`src/rtl/ppdf_pkg.sv`:
```
// Package with the types, constants and FCS function of the PPP async deframer.
package ppdf_pkg;

   localparam logic [7:0]  FLAG_BYTE = 8'h7E;
   localparam logic [7:0]  ESC_BYTE  = 8'h7D;
   localparam logic [7:0]  ESC_XOR   = 8'h20;
   localparam logic [7:0]  CTRL_LIMIT = 8'h20;
   localparam logic [15:0] FCS_INIT  = 16'hFFFF;
   localparam logic [15:0] FCS_GOOD  = 16'hF0B8;
   localparam logic [15:0] FCS_POLY  = 16'h8408;

   localparam int unsigned OUT_DEPTH = 4;

   typedef enum logic [1:0] {
      ST_GOOD  = 2'd0,
      ST_BAD   = 2'd1,
      ST_ABORT = 2'd2
   } status_type;

   typedef struct packed {
      logic [7:0] rx_byte;
      logic       last_in_datagram;
   } req_payload_type;

   typedef struct packed {
      logic [7:0] out_byte;
      logic       frame_end;
      logic [1:0] frame_status;
   } rsp_payload_type;

   function automatic logic [15:0] fcs_update(input logic [15:0] acc, input logic [7:0] b);
      logic [15:0] v;
      v = acc ^ {8'h00, b};
      for (int k = 0; k < 8; k++) begin
         if (v[0]) begin
            v = (v >> 1) ^ FCS_POLY;
         end else begin
            v = v >> 1;
         end
      end
      return v;
   endfunction

endpackage

```
`src/rtl/ppp_async_deframer_fcs_check.sv`:
```
// PPP asynchronous HDLC-like deframer with FCS-16 check and a small result queue.
//
//   channel   direction  handshake           payload
//   req_      in         req_valid/req_stall req_data  (rx_byte, last_in_datagram)
//   rsp_      out        rsp_valid/rsp_stall rsp_data  (out_byte, frame_end, frame_status)
//   csr_      in/out     APB-style           rx_accm at byte address 0
//
// A byte is decoded in the cycle of its transaction and its results enter a
// four-entry queue, so one byte is taken every cycle while the queue has room
// for two results. A byte that gives two results needs two queue entries;
// req_stall rises when the queue has fewer than two free entries. Reset is
// synchronous; it clears the frame state, the queue and rx_accm.
module ppp_async_deframer_fcs_check (
   input  logic                      clock,
   input  logic                      reset,
   input  logic                      req_valid,
   output logic                      req_stall,
   input  ppdf_pkg::req_payload_type req_data,
   output logic                      rsp_valid,
   input  logic                      rsp_stall,
   output ppdf_pkg::rsp_payload_type rsp_data,
   input  logic                      csr_psel,
   input  logic                      csr_penable,
   input  logic                      csr_pwrite,
   input  logic [2:0]                csr_paddr,
   input  logic [31:0]               csr_pwdata,
   output logic [31:0]               csr_prdata,
   output logic                      csr_pready
);

   localparam int unsigned PTR_W = $clog2(ppdf_pkg::OUT_DEPTH);
   localparam int unsigned CNT_W = $clog2(ppdf_pkg::OUT_DEPTH + 1);

   logic [31:0]       rx_accm_ff;
   logic [15:0]       crc_ff, crc_in;
   logic              esc_ff, esc_in;
   logic              at_start_ff, at_start_in;
   logic              closed_ff, closed_in;
   logic [7:0]        held0_ff, held0_in, held1_ff, held1_in;
   logic [1:0]        held_cnt_ff, held_cnt_in;

   ppdf_pkg::rsp_payload_type queue_ff [ppdf_pkg::OUT_DEPTH];
   logic [PTR_W-1:0]  wr_ptr_ff, wr_ptr_in, rd_ptr_ff, rd_ptr_in;
   logic [CNT_W-1:0]  count_ff, count_in;

   logic              req_accept, rsp_accept, csr_write;
   ppdf_pkg::rsp_payload_type res0, res1;
   logic [1:0]        n_push;
   logic [7:0]        b, d;
   logic              is_ctrl_drop;

   assign csr_pready = 1'b1;
   assign csr_write  = csr_psel && csr_penable && csr_pwrite;
   assign csr_prdata = (csr_paddr[2] == 1'b0) ? rx_accm_ff : 32'h0;

   assign req_stall  = (count_ff > CNT_W'(ppdf_pkg::OUT_DEPTH - 2));
   assign req_accept = req_valid && !req_stall;
   assign rsp_valid  = (count_ff != '0);
   assign rsp_accept = rsp_valid && !rsp_stall;
   assign rsp_data   = queue_ff[rd_ptr_ff];

   assign b = req_data.rx_byte;
   assign d = esc_ff ? (b ^ ppdf_pkg::ESC_XOR) : b;
   assign is_ctrl_drop = (b < ppdf_pkg::CTRL_LIMIT) && rx_accm_ff[b[4:0]];

   always_comb begin
      crc_in      = crc_ff;
      esc_in      = esc_ff;
      at_start_in = at_start_ff;
      closed_in   = closed_ff;
      held0_in    = held0_ff;
      held1_in    = held1_ff;
      held_cnt_in = held_cnt_ff;
      res0        = '0;
      res1        = '0;
      n_push      = 2'd0;
      if (req_accept) begin
         if (closed_ff) begin
            closed_in = closed_ff;
         end else if (at_start_ff && b == ppdf_pkg::FLAG_BYTE) begin
            at_start_in = 1'b0;
         end else begin
            at_start_in = 1'b0;
            if (b == ppdf_pkg::FLAG_BYTE) begin
               res0.frame_end    = 1'b1;
               res0.frame_status = (crc_ff == ppdf_pkg::FCS_GOOD) ? ppdf_pkg::ST_GOOD
                                                                  : ppdf_pkg::ST_BAD;
               n_push      = 2'd1;
               closed_in   = 1'b1;
               held_cnt_in = 2'd0;
            end else if (b == ppdf_pkg::ESC_BYTE) begin
               esc_in = 1'b1;
            end else if (!is_ctrl_drop) begin
               esc_in = 1'b0;
               crc_in = ppdf_pkg::fcs_update(crc_ff, d);
               if (held_cnt_ff == 2'd2) begin
                  res0.out_byte = held0_ff;
                  n_push        = 2'd1;
                  held0_in      = held1_ff;
                  held1_in      = d;
               end else if (held_cnt_ff == 2'd1) begin
                  held1_in    = d;
                  held_cnt_in = 2'd2;
               end else begin
                  held0_in    = d;
                  held_cnt_in = 2'd1;
               end
            end
         end
         if (req_data.last_in_datagram) begin
            if (!closed_in) begin
               if (n_push == 2'd0) begin
                  res0.frame_end    = 1'b1;
                  res0.frame_status = ppdf_pkg::ST_ABORT;
               end else begin
                  res1.frame_end    = 1'b1;
                  res1.frame_status = ppdf_pkg::ST_ABORT;
               end
               n_push = n_push + 2'd1;
            end
            crc_in      = ppdf_pkg::FCS_INIT;
            esc_in      = 1'b0;
            at_start_in = 1'b1;
            closed_in   = 1'b0;
            held_cnt_in = 2'd0;
         end
      end
   end

   always_comb begin
      wr_ptr_in = wr_ptr_ff + PTR_W'(n_push);
      rd_ptr_in = rsp_accept ? rd_ptr_ff + PTR_W'(1) : rd_ptr_ff;
      count_in  = count_ff + CNT_W'(n_push) - CNT_W'(rsp_accept);
   end

   always_ff @(posedge clock) begin
      if (reset) begin
         rx_accm_ff  <= 32'h0;
         crc_ff      <= ppdf_pkg::FCS_INIT;
         esc_ff      <= 1'b0;
         at_start_ff <= 1'b1;
         closed_ff   <= 1'b0;
         held_cnt_ff <= 2'd0;
         wr_ptr_ff   <= '0;
         rd_ptr_ff   <= '0;
         count_ff    <= '0;
      end else begin
         if (csr_write && csr_paddr[2] == 1'b0) begin
            rx_accm_ff <= csr_pwdata;
         end
         crc_ff      <= crc_in;
         esc_ff      <= esc_in;
         at_start_ff <= at_start_in;
         closed_ff   <= closed_in;
         held_cnt_ff <= held_cnt_in;
         wr_ptr_ff   <= wr_ptr_in;
         rd_ptr_ff   <= rd_ptr_in;
         count_ff    <= count_in;
      end
   end

   always_ff @(posedge clock) begin
      held0_ff <= held0_in;
      held1_ff <= held1_in;
      if (n_push != 2'd0) begin
         queue_ff[wr_ptr_ff] <= res0;
      end
      if (n_push == 2'd2) begin
         queue_ff[wr_ptr_ff + PTR_W'(1)] <= res1;
      end
   end

`ifndef SYNTHESIS
   a_count_bound: assert property (@(posedge clock) disable iff (reset)
      count_ff <= CNT_W'(ppdf_pkg::OUT_DEPTH))
      else $error("Result queue count exceeds its depth.");

   a_no_accept_when_full: assert property (@(posedge clock) disable iff (reset)
      req_accept |-> (count_ff <= CNT_W'(ppdf_pkg::OUT_DEPTH - 2)))
      else $error("Transaction accepted without room for two results.");

   a_held_bound: assert property (@(posedge clock) disable iff (reset)
      held_cnt_ff != 2'd3)
      else $error("Held byte count out of range.");

   a_datagram_end_clears: assert property (@(posedge clock) disable iff (reset)
      (req_accept && req_data.last_in_datagram) |=>
         (at_start_ff && !closed_ff && !esc_ff && crc_ff == ppdf_pkg::FCS_INIT
          && held_cnt_ff == 2'd0))
      else $error("Frame state not cleared after the last byte of a datagram.");

   a_closed_no_output: assert property (@(posedge clock) disable iff (reset)
      (req_accept && closed_ff && !req_data.last_in_datagram) |-> (n_push == 2'd0))
      else $error("Result produced for a byte after the closing flag.");
`endif

endmodule
```
`config.mk`:
```
export PLATFORM = sky130hd
export DESIGN_NAME = ppp_async_deframer_fcs_check
export DESIGN_NICKNAME = d
export VERILOG_FILES = /design/src/rtl/ppdf_pkg.sv /design/src/rtl/ppp_async_deframer_fcs_check.sv
export SDC_FILE = /design/constraint.sdc
export NUM_CORES = 1
export LEC_CHECK = 0
export BUFFER_PORTS_ARGS = -buffer_cell sky130_fd_sc_hd__buf_2
export CAP_MARGIN = 10
export CORE_ASPECT_RATIO = 1.75
export CORE_MARGIN = 2
export CORE_UTILIZATION = 56
export DETAILED_ROUTE_END_ITERATION = 8
export GPL_ROUTABILITY_DRIVEN = 0
export PLACE_DENSITY = 0.76
export SLEW_MARGIN = 20
export SYNTH_ARGS = -nofsm -noshare
export SYNTH_HDL_FRONTEND = slang
export SYNTH_SLANG_ARGS = --single-unit
```
`constraint.sdc`:
```
create_clock -name clock -period 5 [get_ports clock]
set_clock_uncertainty 0.2 [all_clocks]
set_input_delay 1 -clock clock [delete_from_list [all_inputs] [get_ports clock]]
set_output_delay 1 -clock clock [all_outputs]
set_load 0.05 [all_outputs]
```
==> results of run 1 <==
registers in the layout, summed over array words and instances, names as in the netlist, named ones only:
signal / flops
at_start_ff: 1
closed_ff: 1
count_ff: 3
crc_ff: 16
esc_ff: 1
held0_ff: 8
held1_ff: 8
held_cnt_ff: 2
queue_ff: 44
rd_ptr_ff: 2
rx_accm_ff: 32
wr_ptr_ff: 2
report_power, final:
part | total, mW | internal [mW] | switching, mW
combinational | 0.571 | 0.219 | 0.352
clock | 1.25 | 0.797 | 0.449
sequential | 1.18 | 1.09 | 0.0964
stage by stage:
stage	hold WS, ps	cell area, µm²
final	269	6970
after global placement	251	6360
after global routing	286	6970
after detailed placement	261	6360
after CTS	270	6970
after floorplan	235	5830
cell type report:
cell class	count	area, µm²	share of cell area (%)
Multi-Input combinational cell	398	2920	41.8
Sequential cell	122	2680	38.5
Timing Repair Buffer	102	533	7.64
Clock buffer	20	479	6.87
Tap cell	127	159	2.28
Clock inverter	12	136	1.96
Inverter	18	67.6	0.969
Yosys cell counts, types with 3 or more instances:
cell / number / share of area, %
buf_1: 4 / 0.26
nand2b_1: 3 / 0.32
nand4_1: 4 / 0.43
a21oi_1: 40 / 3.4
dfxtp_1: 98 / 34
buf_6: 3 / 0.58
nor3_1: 26 / 2.2
edfxtp_1: 24 / 12
nand2_1: 85 / 5.5
inv_1: 18 / 1.2
buf_2: 6 / 0.52
mux2_2: 8 / 1.5
and2_1: 3 / 0.32
o21ai_0: 12 / 1.0
mux4_2: 17 / 6.6
and3_1: 3 / 0.32
nor2_1: 18 / 1.2
xnor2_1: 17 / 2.6
nor2b_1: 38 / 4.1
ha_1: 5 / 1.1
clkbuf_1: 21 / 1.4
mux2i_1: 6 / 1.0
nand3_1: 6 / 0.52
xor2_1: 15 / 2.3
a22o_1: 32 / 4.8
and4b_1: 3 / 0.52
a31oi_1: 13 / 1.4
worst max-delay path, delay by kind of cell:
kind                       cells  cell delay (ps)
AOI/OAI and AO/OA              3              890
adders and majority gates      3              890
muxes                          1              580
xor gates and xnor gates       3              520
and+or+nand+nor                4              380
buffers and inverters          2              340
cell families (layout without fill, tap and decap cells):
group	Yosys count	in the layout
XOR/XNOR	32	32
multiplexers	32	32
buffers and inverters	53	152
flip-flops	122	122
other	1	1
AND/OR/NAND/NOR	204	204
AO/OA/AOI/OAI	123	123
adder cells (fa/ha/maj)	6	6
worst paths after layout:
kind,start,endpoint,depth (start not counted)
setup reg to reg,held_cnt_ff[0],count_ff[2],17
hold reg to reg,queue_ff[2][0],queue_ff[2][0],2
setup / recovery,req_data[1],count_ff[2],16
hold / removal,queue_ff[2][0],queue_ff[2][0],2
layer usage:
layer | routed length [µm] | vias to the layer above
li1 | - | 2242
met3 | 745 | 58
met4 | 597 | 0
met1 | 5010 | 2233
met2 | 7490 | 204
met5 | 0 | -
==> results.txt, run 1 <==
ys flop type: dfxtp_1
Die W: 81.1 µm
Layout Area Growth over Synthesis: 19.6%
# IOs: 97
fin worst setup slack: 464 ps
grt met3 use: 5.79%
FILL cells: 759
commonest cells after routing, fill and taps aside: dfxtp_1, buf_2, nand2_1, a21oi_1, nor2b_1
Starting Density: 56.9%
# nets final: 716
post-CTS setup buffer count: 0
synthesized instance count: 573
post-synthesis cell area: 5830 µm²
Adder-Cell Fraction of Synth Area: 1.42%
sequential cell area fraction in the yosys report: 46.0%
core area: 10200 µm²
post-CTS resize count: 0
DRT iter0 DRCs: 212
Root Buffer: clkbuf_16
max_slew headroom: 23.7%
largest net degree at the start of global routing: 49
H-tree depth: 4
DR pass1 iterations: 5
post-synthesis area per instance: 10.2 µm²
element type at the critical path start: input pin
Cells after DPL: 767
Final Max Slew Viols: 0
Slew @ Worst Pin: 1140 ps
die area: 11300 µm²
drc violations: 0
Synth Area in Compound Gates: 16.2%
DP Worst Slack: 41.9 ps
R2R Setup Slk: 970 ps
maximum vdd drop: 0.241 mV
final WL: 13800 µm
Async S/R FF share, synth: 0%
fin cells: 799
Worst EP arrival: 4620 ps
xor-xnor portion of the synthesized cell area: 4.81%
gr usage total: 26.4%
vias in the first global route: 4889
Detailed Place HPWL: 9800 µm
Hold Fails Final Rpt: 0
Max-cap violations: 0
CP required: 5090 ps
CTS tree: yes
Critical Path End Type: flop
Netlist cell types: 61
slowest cell delay on critical path: 580 ps
min Tclk post-route: 4540 ps
met1 Usage GRT: 28.8%
per-cell routed wire length: 17.3 µm
DR vias/cell: 5.93
Max clock buf depth: 2
Total Power: 3.00 mW
clock sinks: 122
mux contribution to synthesized area: 9.40%
Post-Synthesis Net Count: 630
worst min path class: flop to flop
DRT antenna net count: 0
GR peak layer: met2
CP Cell Sequence: buf_2 -> mux4_2 -> a2111oi_4 -> o31ai_4 -> and2_1 -> ha_1 -> nand2_1 -> nand2_1 -> a31oi_2 -> xor2_1 -> ha_1 -> inv_1 -> fa_1 -> xnor2_1 -> xnor2_1 -> nor2_1
antenna violations before repair: 0
Clock transition at path regs: 50 ps
RSZ-0062 raised after global routing: no
latest clock arrival within the worst-skew pair: 410 ps
# rows: 49
largest family of logic cells by synthesized area: simple AND/OR/NAND/NOR gates
Congestion Overflow GR: 0
Post-synth EDFFs: 24
#FFs+latches synth: 122
P_leak: 2.75 nW
final worst-path cycle share: 90.7%
IO buf count: 93
fraction of layout cells with a size suffix above 1: 26.6%
GR Layer Usage met2: 45.8%
yosys warns: 0
cts hold-fix bufs: 0
number of diodes: 0
final design utilization: 68.1%
first-pass GRT wire length: 23200 µm
kind of critical path: input pin to flop
worst-path maximum fanout: 14
highest attainable clock frequency: 220 MHz
Die Y: 139 µm
most common cell after layout, fill and taps aside: dfxtp_1
setup TNS: 0 ps
vias post-DR: 4737
pwr dens: 430 nW/µm²
number of CTS-inserted buffers: 17
endpoints failing setup: 0
outcome: finished, final reports clean
Synth Area in Simple Gates: 18.1%
crit path max-delay cell type: mux4_2
Power figures use the tool's default switching activity.
==> run 2: changes to the inputs <==
==> constraint.sdc (replaced) <==
create_clock -name clock -period 5 [get_ports clock]
set_clock_uncertainty 0.2 [all_clocks]
set_input_delay 0.25 -clock clock [delete_from_list [all_inputs] [get_ports clock]]
set_output_delay 0.25 -clock clock [all_outputs]
set_load 0.05 [all_outputs]
==> run 2 against run 1 <==
  * Fmax rose by 10%
  * Non-clock buffer count rose by 30
  * Critical path depth fell by 1
  * Sequential share of layout area fell by 1.8 points
  * Power rose by 1.7%
  * First-iteration DRC count rose by 42%
  * Hold slack got worse by 250 ps
  * Combinational power rose by 3%
  * Critical path type is now flop to flop
==> results.txt, run 2 (synthesis gave the netlist of run 1 again) <==
outcome: finished, final reports clean (unchanged)
Clock transition at path regs: 60 ps (was 50 ps)
min Tclk post-route: 4120 ps (was 4540 ps)
core area: 10200 µm² (unchanged)
endpoints failing setup: 0 (unchanged)
DR pass1 iterations: 6 (was 5)
die area: 11300 µm² (unchanged)
Detailed Place HPWL: 9470 µm (was 9800 µm)
slowest cell delay on critical path: 610 ps (was 580 ps)
DRT iter0 DRCs: 302 (was 212)
Root Buffer: clkbuf_16 (unchanged)
Top reg by flops: queue_ff (unchanged)
number of diodes: 0 (unchanged)
CP Cell Sequence: mux4_2 -> a2111oi_4 -> o31ai_4 -> and2_1 -> ha_1 -> nand2_1 -> nand2_1 -> a31oi_2 -> xor2_1 -> ha_1 -> inv_1 -> fa_1 -> xnor2_1 -> xnor2_1 -> nor2_1 (was buf_2 -> mux4_2 -> a2111oi_4 -> o31ai_4 -> and2_1 -> ha_1 -> nand2_1 -> nand2_1 -> a31oi_2 -> xor2_1 -> ha_1 -> inv_1 -> fa_1 -> xnor2_1 -> xnor2_1 -> nor2_1)
maximum vdd drop: 0.272 mV (was 0.241 mV)
hold path cells: 1 (was 2)
largest net degree at the start of global routing: 45 (was 49)
Die W: 81.1 µm (unchanged)
worst hold path startpoint: req_data[5] (was queue_ff[2][0])
Top Registers: queue_ff x44, rx_accm_ff x32, crc_ff x16 (unchanged)
R2R Setup Slk: 880 ps (was 970 ps)
post-CTS resize count: 0 (unchanged)
final worst-path cycle share: 82.3% (was 90.7%)
post-CTS setup buffer count: 0 (unchanged)
max_slew headroom: 42.6% (was 23.7%)
first-pass GRT wire length: 23700 µm (was 23200 µm)
Max clock buf depth: 2 (unchanged)
latest clock arrival within the worst-skew pair: 420 ps (was 410 ps)
Critical Path End Type: flop (unchanged)
IO buf count: 93 (unchanged)
Crit Reg-Reg Startpoint: rx_accm_ff[11] (was held_cnt_ff[0])
# nets final: 746 (was 716)
Die Y: 139 µm (unchanged)
FILL cells: 722 (was 759)
Layout Area Growth over Synthesis: 25.4% (was 19.6%)
Min-Delay Endpoint: held1_ff[4] (was queue_ff[2][0])
# IOs: 97 (unchanged)
Hold Fails Final Rpt: 0 (unchanged)
DR vias/cell: 5.93 (about the same)
number of CTS-inserted buffers: 17 (unchanged)
fraction of layout cells with a size suffix above 1: 24.9% (was 26.6%)
commonest cells after routing, fill and taps aside: dfxtp_1, buf_2, nand2_1, a21oi_1, nor2b_1 (unchanged)
Final Max Slew Viols: 0 (unchanged)
# rows: 49 (unchanged)
element type at the critical path start: flop (was input pin)
crit path max-delay cell type: a2111oi_4 (was mux4_2)
Max-cap violations: 0 (unchanged)
highest attainable clock frequency: 243 MHz (was 220 MHz)
max FFs per register: 44 (unchanged)
drc violations: 0 (unchanged)
Slew @ Worst Pin: 858 ps (was 1140 ps)
DRT antenna net count: 0 (unchanged)
Worst EP arrival: 4210 ps (was 4620 ps)
per-cell routed wire length: 17.4 µm (was 17.3 µm)
Congestion Overflow GR: 0 (unchanged)
vias in the first global route: 5005 (was 4889)
RSZ-0062 raised after global routing: no (unchanged)
P_leak: 2.88 nW (was 2.75 nW)
pwr dens: 418 nW/µm² (was 430 nW/µm²)
clock sinks: 122 (unchanged)
kind of critical path: flop to flop (was input pin to flop)
CTS tree: yes (unchanged)
most common cell after layout, fill and taps aside: dfxtp_1 (unchanged)
setup TNS: 0 ps (unchanged)
antenna violations before repair: 0 (unchanged)
terminus of the critical flop-to-flop path: count_ff[2] (unchanged)
gr usage total: 26.9% (was 26.4%)
final design utilization: 71.4% (was 68.1%)
H-tree depth: 4 (unchanged)
CP required: 5090 ps (about the same)
final WL: 14400 µm (was 13800 µm)
worst min path class: input pin to flop (was flop to flop)
Reg2Reg Depth: 15 (was 17)
worst-path maximum fanout: 6 (was 14)
vias post-DR: 4917 (was 4737)
Starting Density: 56.9% (unchanged)
==> run 2: where the power goes <==
group | internal, mW | total (mW) | switching, mW
clock network | 0.824 | 1.28 | 0.456
registers | 1.09 | 1.18 | 0.0954
logic | 0.233 | 0.590 | 0.357
total | 2.15 | 3.05 | 0.909
==> run 2: layer usage <==
| layer | global-route usage (%) | vias to the layer above | routed length, µm |
|---|---|---|---|
| met5 | 0 | - | 0 |
| met4 | 14.6 | 0 | 369 |
| met3 | 6.45 | 36 | 815 |
| met2 | 47.2 | 209 | 7930 |
| met1 | 28.8 | 2370 | 5320 |
| li1 | - | 2302 | - |
==> run 2: per-stage QoR <==
step / worst slack [ps] / cells / instance area [µm²] / total power [mW] / hold slack (ps)
2_1_floorplan: 1220 / 573 / 5830 / 1.63 / 149
3_3_place_gp: 718 / 762 / 6320 / 1.74 / 248
3_5_place_dp: 580 / 762 / 6320 / 1.76 / 254
4_1_cts: 864 / 829 / 7300 / 3.06 / 8.81
5_1_grt: 674 / 829 / 7310 / 3.16 / 15.8
6_report: 884 / 829 / 7310 / 3.05 / 20.1
==> run 2: worst max path at each step <==
stage,from,end,slack (ps),cells past startpoint
final,rx_accm_ff[11],count_ff[2],880,15
after detailed placement,req_data[1],count_ff[2],580,16
after floorplan,req_data[2],count_ff[2],1220,17
after global routing,held_cnt_ff[0],count_ff[2],670,17
after global placement,req_data[1],count_ff[2],720,16
after CTS,held_cnt_ff[0],count_ff[2],860,17
==> run 2: timing repair <==
action,CTS,global route
hold buffers,35,0
hold endpoints to repair,35,0
setup endpoints to repair,0,0
==> run 2: worst max-delay path: cells and delay by family (launching register included) <==
kind | cells | cell delay (ps)
AO/OA/AOI/OAI | 3 | 1130
XOR/XNOR | 3 | 530
adder cells (fa/ha/maj) | 3 | 870
buffers and inverters | 1 | 40
flip-flops | 1 | 320
multiplexers | 1 | 500
AND/OR/NAND/NOR | 4 | 390
==> run 2: area by class of cell <==
cell class	instances	area, µm²	area share, %
clock inverters	11	129	1.76
well taps	127	159	2.17
repair buffers	132	846	11.6
inverters	18	67.6	0.924
flip-flops and latches	122	2680	36.7
clock buffers	21	503	6.88
multi-input cells	398	2930	40.0
==> run 3: changes to the inputs <==
Settings changed: ABC_AREA from default to 1, CORE_UTILIZATION 56 to 57, PLACE_DENSITY 0.76 to 0.77.
Clock period 5 ns to 3.97 ns, I/O delays scaled along.
==> run 3 against run 2 <==
  * Wire length up 8.8%
  * Clock power increased by 20%
  * Hold slack worse by 8.6 ps
  * Utilization is 0.60 points higher
  * Combinational power rose to 2.8 times the previous value
  * Via count increased by 22%
  * Sequential share of layout area shrank 1.5 points
  * Register-to-register slack got worse by 330 ps
  * Setup slack got worse by 580 ps
  * Critical path depth grew 8
  * Design area is 4.1% higher
==> results.txt, run 3 <==
per-cell routed wire length: 14.1 µm (was 17.4 µm)
post-synth top area share: 32.2% (was 33.6%)
fin cells: 1114 (was 829)
top cells by count, synth: nand2_1, nor2_1, inv_1 (was dfxtp_1, nand2_1, a21oi_1)
# IOs: 97 (unchanged)
Max-cap violations: 0 (unchanged)
Congestion Overflow GR: 0 (unchanged)
final design utilization: 72.0% (was 71.4%)
H-tree depth: 4 (unchanged)
Cells after DPL: 1042 (was 762)
clock share of power: 31.2% (was 41.9%)
final worst-path cycle share: 92.4%
Sequential cell area: 2680 µm² (unchanged)
Die W: 82.2 µm (was 81.1 µm)
Layout Area Growth over Synthesis: 24.9% (was 25.4%)
Power Internal: 3.06 mW (was 2.15 mW)
Post-synth EDFFs: 24 (unchanged)
vias in the first global route: 5701 (was 5005)
hold path cells: 3 (was 1)
drc violations: 0 (unchanged)
kind of critical path: input pin to flop (was flop to flop)
Comb pwr share: 33.7% (was 19.3%)
final WL: 15700 µm (was 14400 µm)
CP required: 4070 ps (was 5090 ps)
P_leak: 3.75 nW (was 2.88 nW)
number of CTS-inserted buffers: 17 (unchanged)
fraction of layout cells with a size suffix above 1: 15.7% (was 24.9%)
RSZ-0062 raised after global routing: no (unchanged)
#FFs+latches synth: 122 (unchanged)
net switching power: 1.87 mW (was 0.909 mW)
DR vias/cell: 5.37 (was 5.93)
number of diodes: 0 (unchanged)
post-synthesis area per instance: 7.17 µm² (was 10.2 µm²)
vias post-DR: 5982 (was 4917)
Starting Density: 57.7% (was 56.9%)
DRT iter0 DRCs: 343 (was 302)
outcome: finished, final reports clean (unchanged)
switch share: 38.0% (was 29.8%)
highest attainable clock frequency: 273 MHz
Max clock buf depth: 2 (unchanged)
fin worst setup slack: 303 ps (was 884 ps)
DR pass1 iterations: 4 (was 6)
Top Registers: queue_ff x44, rx_accm_ff x32, crc_ff x16 (unchanged)
largest net degree at the start of global routing: 65 (was 45)
clock sinks: 122 (unchanged)
# nets final: 1028 (was 746)
Seq pwr share: 35.1% (was 38.8%)
worst min path class: input pin to flop (unchanged)
Root Buffer: clkbuf_16 (unchanged)
element type at the critical path start: input pin (was flop)
Hold Fails Final Rpt: 0 (unchanged)
area taken by multi-input logic gates: 2780 µm² (was 2930 µm²)
pwr dens: 647 nW/µm² (was 418 nW/µm²)
die area: 11600 µm² (was 11300 µm²)
ys flop type: dfxtp_1 (unchanged)
Final Max Slew Viols: 0 (unchanged)
Worst EP arrival: 3770 ps (was 4210 ps)
largest cells by area after synthesis: dfxtp_1, edfxtp_1, nand2_1, nor2_1, o21ai_0 (was dfxtp_1, edfxtp_1, mux4_2, nand2_1, a22o_1)
DRT antenna net count: 0 (unchanged)
Slew @ Worst Pin: 881 ps (was 858 ps)
Reg2Reg Depth: 22 (was 15)
Async S/R FF share, synth: 0% (unchanged)
Clock transition at path regs: 60 ps (about the same)
FILL cells: 878 (was 722)
top-count cell post-synth: nand2_1 (was dfxtp_1)
gr usage total: 28.6% (was 26.9%)
DP Worst Slack: 233 ps (was 580 ps)
core area: 10600 µm² (was 10200 µm²)
first-pass GRT wire length: 25900 µm (was 23700 µm)
Detailed Place HPWL: 10300 µm (was 9470 µm)
Post-Synthesis Net Count: 907 (was 630)
max_slew headroom: 41.2% (was 42.6%)
cell taking the most area after synthesis: dfxtp_1 (unchanged)
IO buf count: 93 (unchanged)
setup TNS: 0 ps (unchanged)
yosys warns: 0 (unchanged)
post-synthesis cell area: 6100 µm² (was 5830 µm²)
antenna violations before repair: 0 (unchanged)
worst-path maximum fanout: 13 (was 6)
CTS tree: yes (unchanged)
latest clock arrival within the worst-skew pair: 420 ps (about the same)
min Tclk post-route: 3670 ps
Critical Path End Type: flop (unchanged)
Netlist cell types: 35 (was 61)
most common cell after layout, fill and taps aside: nand2_1 (was dfxtp_1)
synthesized instance count: 850 (was 573)
endpoints failing setup: 0 (unchanged)
max FFs per register: 44 (unchanged)
maximum vdd drop: 0.540 mV (was 0.272 mV)
commonest cells after routing, fill and taps aside: nand2_1, nor2_1, inv_1, dfxtp_1, buf_2 (was dfxtp_1, buf_2, nand2_1, a21oi_1, nor2b_1)
# rows: 50 (was 49)
sequential cell area fraction in the yosys report: 44.0% (was 46.0%)
Top reg by flops: queue_ff (unchanged)
Die Y: 141 µm (was 139 µm)
==> run 3: cell type report <==
type | count | area share (%)
well taps | 130 | 2.14
clock inverters | 14 | 1.86
multi-input cells | 569 | 36.5
clock buffers | 18 | 5.92
inverters | 115 | 5.67
flip-flops and latches | 122 | 35.2
repair buffers | 146 | 12.7
==> run 3: cells by family (layout without fill, tap and decap cells) <==
| family | after synthesis | after routing | share of synthesized area (%) |
|---|---|---|---|
| and+or+nand+nor | 334 | 334 | 23.2 |
| xor gates and xnor gates | 20 | 20 | 2.87 |
| DFF | 122 | 122 | 44.0 |
| other | 1 | 1 | 0.0615 |
| buffers and inverters | 159 | 293 | 10.4 |
| adders and majority gates | 6 | 6 | 1.35 |
| AOI/OAI and AO/OA | 208 | 208 | 18.1 |
==> run 3: stage by stage <==
step	hold WS, ps	total power [mW]	instance area [µm²]
floorplan	97.4	3.01	6100
global placement	256	3.32	6620
detailed placement	264	3.36	6620
CTS	12.3	4.93	7610
global route	24.0	5.24	7610
finish	11.5	4.93	7610
==> run 3: routing by layer <==
metal	share of wire (%)	global-route usage, %
met1	38	30.2
met2	54	50.9
met3	5.3	6.34
met4	3.2	14.6
met5	0	0
==> run 3: worst max-delay path, cell delays in order <==
cell	delay [ps]
dlygate4sd3_1	530
clkbuf_4	250
inv_2	130
nand3_1	100
nand2_1	60
nand2_1	60
nand2_1	40
nor2_1	90
nand2_1	70
nand3_2	90
nand2_2	80
a21oi_1	230
inv_1	80
ha_1	280
or2_2	320
nand2_2	140
xor2_1	170
ha_1	160
inv_1	40
fa_1	370
xor2_1	170
inv_1	60
nor2_1	30
==> run 3: what timing repair did <==
action / 4_1_cts / 5_1_grt
setup endpoints to repair: 0 / 1
hold buffers: 40 / 0
resized for setup: 0 / 1
setup buffers: 0 / 0
hold endpoints to repair: 53 / 0
==> run 3: worst paths after layout <==
path | slack (ps) | to | start
min | 10 | closed_ff | req_valid
min reg2reg | 270 | rd_ptr_ff[1] | rd_ptr_ff[1]
max | 300 | count_ff[2] | req_data[2]
max reg2reg | 550 | count_ff[2] | rx_accm_ff[15]
==> run 3: power by group through the flow <==
| stage | Clock, mW | Sequential [mW] | Combinational (mW) |
|---|---|---|---|
| after floorplan | 0 | 1.72 | 1.30 |
| after global placement | 0 | 1.74 | 1.58 |
| after detailed placement | 0 | 1.75 | 1.61 |
| after CTS | 1.55 | 1.72 | 1.66 |
| after global routing | 1.60 | 1.76 | 1.88 |
| final | 1.54 | 1.73 | 1.66 |
